## src/design/shcv_pkg.sv

```systemverilog
package shcv_pkg;

	typedef logic [31:0] word_t;

	localparam logic [7:0] PAD_MARK = 8'h80;
	localparam int unsigned IV_WORDS = 8;
	localparam logic [5:0] LEN_FIELD_START = 6'd60;
	localparam logic [5:0] LONG_TAIL_FILL = 6'd56;
	localparam logic [5:0] BLOCK_LAST_BYTE = 6'd63;
	localparam logic [5:0] ROUND_LAST = 6'd63;

	// round phases: four schedule reads, word build, sums, state update
	localparam logic [2:0] PH_RD16 = 3'd0;
	localparam logic [2:0] PH_RD15 = 3'd1;
	localparam logic [2:0] PH_RD7 = 3'd2;
	localparam logic [2:0] PH_RD2 = 3'd3;
	localparam logic [2:0] PH_WORD = 3'd4;
	localparam logic [2:0] PH_SUM = 3'd5;
	localparam logic [2:0] PH_UPD = 3'd6;

	typedef enum logic [1:0] {
		TS_IDLE,
		TS_PAD,
		TS_CMP,
		TS_OUT
	} top_state_t;

	typedef enum logic [1:0] {
		CS_IDLE,
		CS_ROUND,
		CS_FINAL
	} cmp_state_t;

	// one packed word going into the block memory
	typedef struct packed {
		logic       we;
		logic [3:0] addr;
		word_t      data;
	} put_t;

	// control from the byte sequencer to the compression unit
	typedef struct packed {
		logic start;
		logic load_iv;
	} cmp_ctl_t;

	function automatic word_t rotr(input word_t x, input int unsigned n);
		rotr = (x >> n) | (x << (32 - n));
	endfunction

	function automatic word_t big_sig0(input word_t x);
		big_sig0 = rotr(x, 2) ^ rotr(x, 13) ^ rotr(x, 22);
	endfunction

	function automatic word_t big_sig1(input word_t x);
		big_sig1 = rotr(x, 6) ^ rotr(x, 11) ^ rotr(x, 25);
	endfunction

	function automatic word_t sml_sig0(input word_t x);
		sml_sig0 = rotr(x, 7) ^ rotr(x, 18) ^ (x >> 3);
	endfunction

	function automatic word_t sml_sig1(input word_t x);
		sml_sig1 = rotr(x, 17) ^ rotr(x, 19) ^ (x >> 10);
	endfunction

	function automatic word_t round_k(input logic [5:0] r);
		unique case (r)
			6'd0: round_k = 32'h428a2f98;  6'd1: round_k = 32'h71374491;
			6'd2: round_k = 32'hb5c0fbcf;  6'd3: round_k = 32'he9b5dba5;
			6'd4: round_k = 32'h3956c25b;  6'd5: round_k = 32'h59f111f1;
			6'd6: round_k = 32'h923f82a4;  6'd7: round_k = 32'hab1c5ed5;
			6'd8: round_k = 32'hd807aa98;  6'd9: round_k = 32'h12835b01;
			6'd10: round_k = 32'h243185be; 6'd11: round_k = 32'h550c7dc3;
			6'd12: round_k = 32'h72be5d74; 6'd13: round_k = 32'h80deb1fe;
			6'd14: round_k = 32'h9bdc06a7; 6'd15: round_k = 32'hc19bf174;
			6'd16: round_k = 32'he49b69c1; 6'd17: round_k = 32'hefbe4786;
			6'd18: round_k = 32'h0fc19dc6; 6'd19: round_k = 32'h240ca1cc;
			6'd20: round_k = 32'h2de92c6f; 6'd21: round_k = 32'h4a7484aa;
			6'd22: round_k = 32'h5cb0a9dc; 6'd23: round_k = 32'h76f988da;
			6'd24: round_k = 32'h983e5152; 6'd25: round_k = 32'ha831c66d;
			6'd26: round_k = 32'hb00327c8; 6'd27: round_k = 32'hbf597fc7;
			6'd28: round_k = 32'hc6e00bf3; 6'd29: round_k = 32'hd5a79147;
			6'd30: round_k = 32'h06ca6351; 6'd31: round_k = 32'h14292967;
			6'd32: round_k = 32'h27b70a85; 6'd33: round_k = 32'h2e1b2138;
			6'd34: round_k = 32'h4d2c6dfc; 6'd35: round_k = 32'h53380d13;
			6'd36: round_k = 32'h650a7354; 6'd37: round_k = 32'h766a0abb;
			6'd38: round_k = 32'h81c2c92e; 6'd39: round_k = 32'h92722c85;
			6'd40: round_k = 32'ha2bfe8a1; 6'd41: round_k = 32'ha81a664b;
			6'd42: round_k = 32'hc24b8b70; 6'd43: round_k = 32'hc76c51a3;
			6'd44: round_k = 32'hd192e819; 6'd45: round_k = 32'hd6990624;
			6'd46: round_k = 32'hf40e3585; 6'd47: round_k = 32'h106aa070;
			6'd48: round_k = 32'h19a4c116; 6'd49: round_k = 32'h1e376c08;
			6'd50: round_k = 32'h2748774c; 6'd51: round_k = 32'h34b0bcb5;
			6'd52: round_k = 32'h391c0cb3; 6'd53: round_k = 32'h4ed8aa4a;
			6'd54: round_k = 32'h5b9cca4f; 6'd55: round_k = 32'h682e6ff3;
			6'd56: round_k = 32'h748f82ee; 6'd57: round_k = 32'h78a5636f;
			6'd58: round_k = 32'h84c87814; 6'd59: round_k = 32'h8cc70208;
			6'd60: round_k = 32'h90befffa; 6'd61: round_k = 32'ha4506ceb;
			6'd62: round_k = 32'hbef9a3f7; 6'd63: round_k = 32'hc67178f2;
		endcase
	endfunction

endpackage

```

## src/design/sha256_hash_custom_iv_unit.sv

```systemverilog
// SHA-256 engine with a programmable initial hash value.
// Input channel (in_valid/in_ready): one transaction carries kind and data_byte.
// kind 0 appends a byte; kind 1 finishes the message. The first transaction
// after reset or after a finish latches iv_word0..7 as the chaining value.
// Output channel (out_valid/out_ready): eight digest words, word 0 first,
// last_word marks the eighth.
// Config port: cfg_we/cfg_index/cfg_wdata writes iv_word[cfg_index];
// indexes 8 and above are ignored. Write only while the block is idle.
// Throughput: one data byte per cycle, except that the byte that fills a block
// holds off input until its compression (64 rounds, one final addition) is done.
// The round rate is set by the single-read-port schedule memory: four window
// reads per round. A finish pads one byte a cycle up to the block end, runs
// one or two compressions (two when 56 or more bytes wait), then presents the
// eight words, one per cycle while out_ready stays high. Input is not taken
// while digest words are pending; a stalled receiver simply holds the output.
// Reset clears all control state and the iv registers to zero.
module sha256_hash_custom_iv_unit (
	input  logic                clk,
	input  logic                arst_n,
	input  logic                in_valid,
	output logic                in_ready,
	input  logic                kind,
	input  logic [7:0]          data_byte,
	output logic                out_valid,
	input  logic                out_ready,
	output logic [31:0]         digest_word,
	output logic                last_word,
	input  logic                cfg_we,
	input  logic [3:0]          cfg_index,
	input  logic [31:0]         cfg_wdata
);
	import shcv_pkg::*;

	top_state_t state_q, state_d;
	word_t iv_q [8];
	logic [5:0] fill_q, fill_eff;
	logic [28:0] total_q, total_eff;
	logic open_q, fin_q, extra_q;
	word_t bits_q;
	logic [23:0] wa_q;
	logic [2:0] idx_q;
	logic in_acc, out_acc;
	logic put_en;
	logic [7:0] put_byte, len_byte;
	put_t put;
	cmp_ctl_t ctl;
	logic done;

	assign in_ready = (state_q == TS_IDLE);
	assign in_acc = in_valid && in_ready;
	assign out_valid = (state_q == TS_OUT);
	assign out_acc = out_valid && out_ready;
	assign last_word = out_valid && (idx_q == 3'd7);

	// a closed message restarts at byte zero
	assign fill_eff = open_q ? fill_q : 6'd0;
	assign total_eff = open_q ? total_q : 29'd0;

	// length bytes, big-endian, in the last four bytes of the final block
	always_comb begin
		unique case (fill_q[1:0])
			2'd0: len_byte = bits_q[31:24];
			2'd1: len_byte = bits_q[23:16];
			2'd2: len_byte = bits_q[15:8];
			default: len_byte = bits_q[7:0];
		endcase
	end

	// byte packing into the block memory
	always_comb begin
		put_en = 1'b0;
		put_byte = 8'h00;
		if (in_acc) begin
			put_en = 1'b1;
			put_byte = kind ? PAD_MARK : data_byte;
		end else if (state_q == TS_PAD) begin
			put_en = 1'b1;
			put_byte = (!extra_q && fill_q >= LEN_FIELD_START) ? len_byte : 8'h00;
		end
		put.we = put_en && (fill_eff[1:0] == 2'd3);
		put.addr = fill_eff[5:2];
		put.data = {wa_q, put_byte};
		ctl.load_iv = in_acc && !open_q;
		ctl.start = put_en && (fill_eff == BLOCK_LAST_BYTE);
	end

	always_comb begin
		state_d = state_q;
		unique case (state_q)
			TS_IDLE: begin
				if (in_acc) begin
					if (fill_eff == BLOCK_LAST_BYTE) state_d = TS_CMP;
					else if (kind) state_d = TS_PAD;
				end
			end
			TS_PAD: begin
				if (fill_q == BLOCK_LAST_BYTE) state_d = TS_CMP;
			end
			TS_CMP: begin
				if (done) begin
					priority if (!fin_q) state_d = TS_IDLE;
					else if (extra_q) state_d = TS_PAD;
					else state_d = TS_OUT;
				end
			end
			TS_OUT: begin
				if (out_acc && idx_q == 3'd7) state_d = TS_IDLE;
			end
			default: state_d = TS_IDLE;
		endcase
	end

	always_ff @(posedge clk or negedge arst_n) begin
		if (!arst_n) begin
			state_q <= TS_IDLE;
			for (int i = 0; i < IV_WORDS; i++) iv_q[i] <= '0;
			fill_q <= '0;
			total_q <= '0;
			open_q <= 1'b0;
			fin_q <= 1'b0;
			extra_q <= 1'b0;
			idx_q <= '0;
		end else begin
			state_q <= state_d;
			if (cfg_we && !cfg_index[3]) iv_q[cfg_index[2:0]] <= cfg_wdata;
			if (put_en) fill_q <= fill_eff + 6'd1;
			if (in_acc) begin
				open_q <= 1'b1;
				fin_q <= kind;
				extra_q <= kind && (fill_eff >= LONG_TAIL_FILL);
				total_q <= kind ? total_eff : total_eff + 29'd1;
			end
			if (state_q == TS_CMP && done && fin_q) begin
				extra_q <= 1'b0;
				idx_q <= '0;
			end
			if (out_acc) begin
				idx_q <= idx_q + 3'd1;
				if (idx_q == 3'd7) begin
					open_q <= 1'b0;
					fin_q <= 1'b0;
				end
			end
		end
	end

	// payload registers
	always_ff @(posedge clk) begin
		if (put_en) wa_q <= {wa_q[15:0], put_byte};
		if (in_acc && kind) bits_q <= {total_eff, 3'b000};
	end

	shcv_compress u_compress (
		.clk       (clk),
		.arst_n    (arst_n),
		.ctl       (ctl),
		.iv        (iv_q),
		.put       (put),
		.out_sel   (idx_q),
		.done      (done),
		.hash_word (digest_word)
	);

endmodule

```

## src/design/shcv_ram.sv

```systemverilog
module shcv_ram (
	input  logic                clk,
	input  logic                we,
	input  logic [3:0]          waddr,
	input  shcv_pkg::word_t     wdata,
	input  logic [3:0]          raddr,
	output shcv_pkg::word_t     rdata
);
	import shcv_pkg::*;

	word_t mem [16];

	// one write, one registered read per cycle
	always_ff @(posedge clk) begin
		if (we) begin
			mem[waddr] <= wdata;
		end
		rdata <= mem[raddr];
	end

endmodule

```

## src/design/shcv_compress.sv

```systemverilog
module shcv_compress (
	input  logic                clk,
	input  logic                arst_n,
	input  shcv_pkg::cmp_ctl_t  ctl,
	input  shcv_pkg::word_t     iv [8],
	input  shcv_pkg::put_t      put,
	input  logic [2:0]          out_sel,
	output logic                done,
	output shcv_pkg::word_t     hash_word
);
	import shcv_pkg::*;

	cmp_state_t state_q, state_d;
	logic [5:0] rnd_q;
	logic [2:0] ph_q;
	word_t hash_q [8];
	word_t var_q [8];
	word_t w16_q, w15_q, w7_q, w_q, t1_q, t2_q;
	word_t rdata;
	logic [3:0] raddr;
	logic mem_we;
	logic [3:0] mem_waddr;
	word_t mem_wdata;
	logic sched_wr;

	// schedule words overwrite the block in place from round 16 on
	assign sched_wr = (state_q == CS_ROUND) && (ph_q == PH_SUM) && (rnd_q[5:4] != 2'b00);
	assign mem_we = sched_wr || put.we;
	assign mem_waddr = sched_wr ? rnd_q[3:0] : put.addr;
	assign mem_wdata = sched_wr ? w_q : put.data;

	// window taps: r-16, r-15, r-7, r-2 modulo 16
	always_comb begin
		unique case (ph_q)
			PH_RD15: raddr = rnd_q[3:0] + 4'd1;
			PH_RD7:  raddr = rnd_q[3:0] + 4'd9;
			PH_RD2:  raddr = rnd_q[3:0] + 4'd14;
			default: raddr = rnd_q[3:0];
		endcase
	end

	shcv_ram u_ram (
		.clk   (clk),
		.we    (mem_we),
		.waddr (mem_waddr),
		.wdata (mem_wdata),
		.raddr (raddr),
		.rdata (rdata)
	);

	always_comb begin
		state_d = state_q;
		done = 1'b0;
		unique case (state_q)
			CS_IDLE: begin
				if (ctl.start) state_d = CS_ROUND;
			end
			CS_ROUND: begin
				if (ph_q == PH_UPD && rnd_q == ROUND_LAST) state_d = CS_FINAL;
			end
			CS_FINAL: begin
				done = 1'b1;
				state_d = CS_IDLE;
			end
			default: state_d = CS_IDLE;
		endcase
	end

	always_ff @(posedge clk or negedge arst_n) begin
		if (!arst_n) begin
			state_q <= CS_IDLE;
			rnd_q <= '0;
			ph_q <= PH_RD16;
		end else begin
			state_q <= state_d;
			if (state_q == CS_ROUND) begin
				if (ph_q == PH_UPD) begin
					ph_q <= PH_RD16;
					rnd_q <= rnd_q + 6'd1;
				end else begin
					ph_q <= ph_q + 3'd1;
				end
			end else begin
				ph_q <= PH_RD16;
				rnd_q <= '0;
			end
		end
	end

	// round datapath
	always_ff @(posedge clk) begin
		if (ctl.load_iv) begin
			hash_q <= iv;
		end
		if (state_q == CS_IDLE && ctl.start) begin
			var_q <= hash_q;
		end
		if (state_q == CS_FINAL) begin
			for (int i = 0; i < 8; i++) hash_q[i] <= hash_q[i] + var_q[i];
		end
		if (state_q == CS_ROUND) begin
			unique case (ph_q)
				PH_RD15: w16_q <= rdata;
				PH_RD7:  w15_q <= rdata;
				PH_RD2:  w7_q <= rdata;
				PH_WORD: begin
					if (rnd_q[5:4] == 2'b00) w_q <= w16_q;
					else w_q <= sml_sig1(rdata) + w7_q + sml_sig0(w15_q) + w16_q;
				end
				PH_SUM: begin
					t1_q <= var_q[7] + big_sig1(var_q[4])
						+ ((var_q[4] & var_q[5]) ^ (~var_q[4] & var_q[6]))
						+ round_k(rnd_q) + w_q;
					t2_q <= big_sig0(var_q[0]) + ((var_q[0] & var_q[1])
						^ (var_q[0] & var_q[2]) ^ (var_q[1] & var_q[2]));
				end
				PH_UPD: begin
					var_q[7] <= var_q[6];
					var_q[6] <= var_q[5];
					var_q[5] <= var_q[4];
					var_q[4] <= var_q[3] + t1_q;
					var_q[3] <= var_q[2];
					var_q[2] <= var_q[1];
					var_q[1] <= var_q[0];
					var_q[0] <= t1_q + t2_q;
				end
				default: ;
			endcase
		end
	end

	assign hash_word = hash_q[out_sel];

endmodule

```

## config.mk

```make
export PLATFORM = sky130hd
export DESIGN_NAME = sha256_hash_custom_iv_unit
export DESIGN_NICKNAME = d
export VERILOG_FILES = /design/src/design/shcv_pkg.sv /design/src/design/sha256_hash_custom_iv_unit.sv /design/src/design/shcv_ram.sv /design/src/design/shcv_compress.sv
export SDC_FILE = /design/constraint.sdc
export NUM_CORES = 2
export LEC_CHECK = 0
export CORE_MARGIN = 4
export CORE_UTILIZATION = 60
export DETAILED_ROUTE_END_ITERATION = 6
export DONT_BUFFER_PORTS = 1
export GPL_ROUTABILITY_DRIVEN = 0
export PLACE_DENSITY = 0.85
export SLEW_MARGIN = 20
export SYNTH_ARGS = -nofsm -noshare
export SYNTH_HDL_FRONTEND = slang
export SYNTH_SLANG_ARGS = --single-unit
```

## constraint.sdc

```tcl
create_clock -name clk -period 9.9 [get_ports clk]
set_input_delay 1.98 -clock clk [delete_from_list [all_inputs] [get_ports clk]]
set_output_delay 1.98 -clock clk [all_outputs]
set_load 0.05 [all_outputs]
```

==> results.sh <==
export IMPL_dr_pass1_iters=7
export IMPL_ys_types=92
export IMPL_crit_start="u_compress.rnd_q[1]"
export IMPL_rows=143
export IMPL_drv_cap=0
export IMPL_viasPerCell=6.71
export IMPL_antenna_found_initial=10
export IMPL_sw_frac_of_total_pct=26.4
export IMPL_worstSetupEndpointType="flip-flop"
export IMPL_p_switching_mw=4.28
export IMPL_finalSetupTns_ns=0
export IMPL_worstHoldPathType="reg -> reg"
export IMPL_post_route_min_period_ns=9.52
export IMPL_die_h_um=399
export IMPL_core_area_um2=152000
export IMPL_num_nets_final=9228
export IMPL_maxSlewViolCount=0
export IMPL_finalHoldViolCount=0
export IMPL_holdWs_ns=0.451
export IMPL_max_stage_delay_ns=1.13
export IMPL_grt_pass1_wl_um=413000
export IMPL_dpl_cell_area_um2=93500
export IMPL_crit_family="adder cells"
export IMPL_io_pins=85
export IMPL_seq_area_frac_synth_pct=47.8
export IMPL_die_x_um=399
export IMPL_reg2regPathDepth=25
export IMPL_cts_sinks=1611
export IMPL_place_inst=10439
export IMPL_grt_pass1_vias=70610
export IMPL_gr_usage_all_layers_pct=33.5
export IMPL_power_frac_clock_pct=39.3
export IMPL_htree_num_levels=4
export IMPL_worstSkewPairLatency_ns=0.82
export IMPL_fmax_mhz=105
export IMPL_postCtsHoldBufs=0
export IMPL_dpl_hpwl_um=183000
export IMPL_placement_io_buffers=0
export IMPL_setup_violations_final=0
export IMPL_cts_root_buf="clkbuf_16"
export IMPL_min_path_cells=0
export IMPL_skew_ns=0.0406
export IMPL_post_route_util_pct=65.1
export IMPL_critPathRequiredTime_ns=10.46
export IMPL_power_frac_comb_pct=12.0
export IMPL_internal_power_mw=12.0
export IMPL_ys_warn_count=0
export IMPL_syn_area_um2=91800
export IMPL_total_power_mw=16.2
export IMPL_drive_gt1_share_pct=9.19
export IMPL_rsz0062_at_grt="false"
export IMPL_slew_headroom_pct=20.8
export IMPL_path_buf_inv=5
export IMPL_status="complete, but fails checks"
export IMPL_clockBufferDepth=3
export IMPL_final_area_um2=99100
export IMPL_area_growth_pct=7.88
export IMPL_synth_async_reset_ratio_pct=19.2
export IMPL_power_density_nw_per_um2=164
export IMPL_seq_power_share_pct=48.7
export IMPL_p_leak_nw=38.9
export IMPL_syn_area_per_cell_um2=10.4
export IMPL_final_setup_worst_slack_ns=0.380
export IMPL_post_cts_buffers=0
export IMPL_numCtsBuffers=167
export IMPL_worstPathArrival_ns=10.08
export IMPL_postSynthCellCount=8812
export IMPL_cts_tree="yes"
export IMPL_num_vias=72104
export IMPL_drt_total_wl_um=273000
export IMPL_vdd_drop_max_v=0.000176
export IMPL_ys_ff_latch=1611
export IMPL_r2r_start="u_compress.rnd_q[1]"
export IMPL_post_drt_wl_per_cell_um=25.4
export IMPL_cp_slowest_cell="dfrtp_1"
export IMPL_critical_path_class="reg -> reg"
export IMPL_ant_nets=0
export IMPL_critical_path_depth=25
export IMPL_fin_cells=10753
export IMPL_synth_fp_nets=9460
export IMPL_die_area_um2=159000
export IMPL_period_share_pct=96.2
export IMPL_hp_start="wa_q[14]"
export IMPL_worst_slew_pin_slew_ns=1.19
export IMPL_violations="DRC"
export IMPL_dr_first_iter_drc_count=10308
export IMPL_post_cts_resized=0
export IMPL_synthFlopType="edfxtp_1"
export IMPL_synth_edf_count=1013
export IMPL_grt_max_degree=311
export IMPL_initial_utilization_pct=60.4
export IMPL_cp_common_cell="inv_1"
export IMPL_remaining_drc_errors=494
export IMPL_cp_max_fo=28
export IMPL_grt_remaining_overflow=0
export IMPL_clk_pin_slew_worst_paths_ns=0.06
export IMPL_pre_cts_slack_ns=1.03
export IMPL_fillCellCount=10680
export IMPL_crit_path_start_kind="flip-flop"
## power groups by stage
stage                     clock [mW]  sequential [mW]  combinational, mW
final                           6.38             7.92               1.95
after global routing            6.65             7.95               2.06
after CTS                       6.37             7.91               1.92
after detailed placement           0             8.04               1.90
after global placement             0             8.02               1.84
after floorplan                    0             7.85               1.50
## sequential cells by signal, summed over array words and instances (netlist names), 6 cells and up
register                cells
iv_q                      256
u_compress.w15_q           32
u_compress.w7_q            32
wa_q                       24
u_compress.hash_q         256
u_compress.u_ram.rdata     32
u_compress.var_q          256
total_q                    29
u_compress.t1_q            32
u_compress.w16_q           32
bits_q                     29
u_compress.w_q             32
fill_q                      6
u_compress.t2_q            32
u_compress.rnd_q            6
u_compress.u_ram.mem      512
## cells by family (layout without fill, tap and decap cells)
kind of cell | after synthesis | after routing | share of synthesized area, %
AOI/OAI and AO/OA | 2131 | 2131 | 14.6
xor gates and xnor gates | 647 | 647 | 6.17
and+or+nand+nor | 2572 | 2572 | 12.0
buffers and inverters | 792 | 700 | 3.28
other | 0 | 3 | 0
DFF | 1611 | 1611 | 47.8
adders and majority gates | 629 | 629 | 9.83
muxes | 430 | 430 | 6.21
## path summary, 6_finish.rpt
path | to | slack (ns)
worst min-delay path | wa_q[22] | 0.45
max in group asynchronous | u_compress.rnd_q[3] | 8.09
min in group asynchronous | iv_q[252] | 0.88
worst min register to register | wa_q[22] | 0.45
worst max register to register | u_compress.t1_q[30] | 0.38
worst max-delay path | u_compress.t1_q[30] | 0.38
## Yosys cell counts, types with 16 or more instances
| cell | instances | area, µm² |
|---|---|---|
| and3_1 | 50 | 313 |
| and2_1 | 182 | 1140 |
| mux2_2 | 289 | 3250 |
| or2_2 | 16 | 100 |
| dfxtp_1 | 288 | 5770 |
| o21bai_1 | 47 | 353 |
| xor2_1 | 203 | 1780 |
| dfrtp_1 | 310 | 7760 |
| nand2_1 | 1437 | 5390 |
| nand4_1 | 25 | 156 |
| mux2i_1 | 31 | 310 |
| nor2_1 | 541 | 2030 |
| a31oi_1 | 356 | 2230 |
| xnor2_1 | 444 | 3890 |
| o211ai_1 | 41 | 308 |
| a21oi_1 | 490 | 2450 |
| ha_1 | 433 | 5420 |
| a311oi_1 | 74 | 648 |
| nand2b_1 | 66 | 413 |
| clkbuf_1 | 407 | 1530 |
| buf_1 | 47 | 176 |
| o21ai_0 | 399 | 2000 |
| or3_1 | 20 | 125 |
| fa_1 | 165 | 3300 |
| nor2b_1 | 33 | 206 |
| mux2_1 | 30 | 338 |
| maj3_1 | 31 | 310 |
| a211oi_1 | 220 | 1650 |
| buf_2 | 22 | 110 |
| o31ai_1 | 40 | 300 |
| edfxtp_1 | 1013 | 30400 |
| inv_1 | 305 | 1140 |
| nor3_1 | 69 | 345 |
| mux4_2 | 80 | 1800 |
| a21o_1 | 157 | 1180 |
| o21a_1 | 50 | 375 |
| o21ai_1 | 95 | 475 |
| nand3_1 | 82 | 410 |
## layout make-up
type	instances	area (µm²)	share of cell area (%)
Inverter	313	1170	1.19
Clock inverter	66	668	0.674
Timing Repair Buffer	78	709	0.716
Sequential cell	1611	44000	44.4
Multi-Input combinational cell	6409	45200	45.6
Clock buffer	243	4830	4.88
Tap cell	2030	2540	2.56
Antenna cell	3	7.51	0.00758
## layout by cell type, fill, tap and decap left out, drive strengths merged, types with 310 or more instances in the layout
| master | n |
|---|---|
| ha | 433 |
| dfrtp | 310 |
| nand2 | 1437 |
| inv | 313 |
| mux2 | 319 |
| nor2 | 541 |
| xnor2 | 444 |
| a31oi | 357 |
| edfxtp | 1013 |
| a21oi | 495 |
| o21ai | 496 |
## layer usage
layer / part of all wire (%) / track usage, % / vias up
li1: - / - / 31196
met1: 35 / 41.0 / 34508
met2: 45 / 53.0 / 5089
met3: 12 / 7.88 / 1307
met4: 8.1 / 22.9 / 4
met5: 0.0095 / 0 / -
## worst register-to-register path, cell delays in order, from the launching register on
cell	delay, ns
dfrtp_1	1.13
clkinv_1	0.85
ha_1	0.99
inv_1	0.37
nor2_1	0.53
nor2_1	0.14
mux4_2	0.57
a21oi_1	0.24
fa_1	0.45
inv_1	0.08
fa_1	0.41
inv_1	0.08
fa_1	0.40
inv_1	0.06
ha_1	0.26
nand4_1	0.20
nor3_1	0.49
nand3_1	0.13
a2111oi_0	0.82
o21a_1	0.23
nor2_1	0.09
o211ai_1	0.18
and2_1	0.21
a21o_1	0.14
a21oi_1	0.09
xnor2_1	0.14
Power figures use the tool's default switching activity.
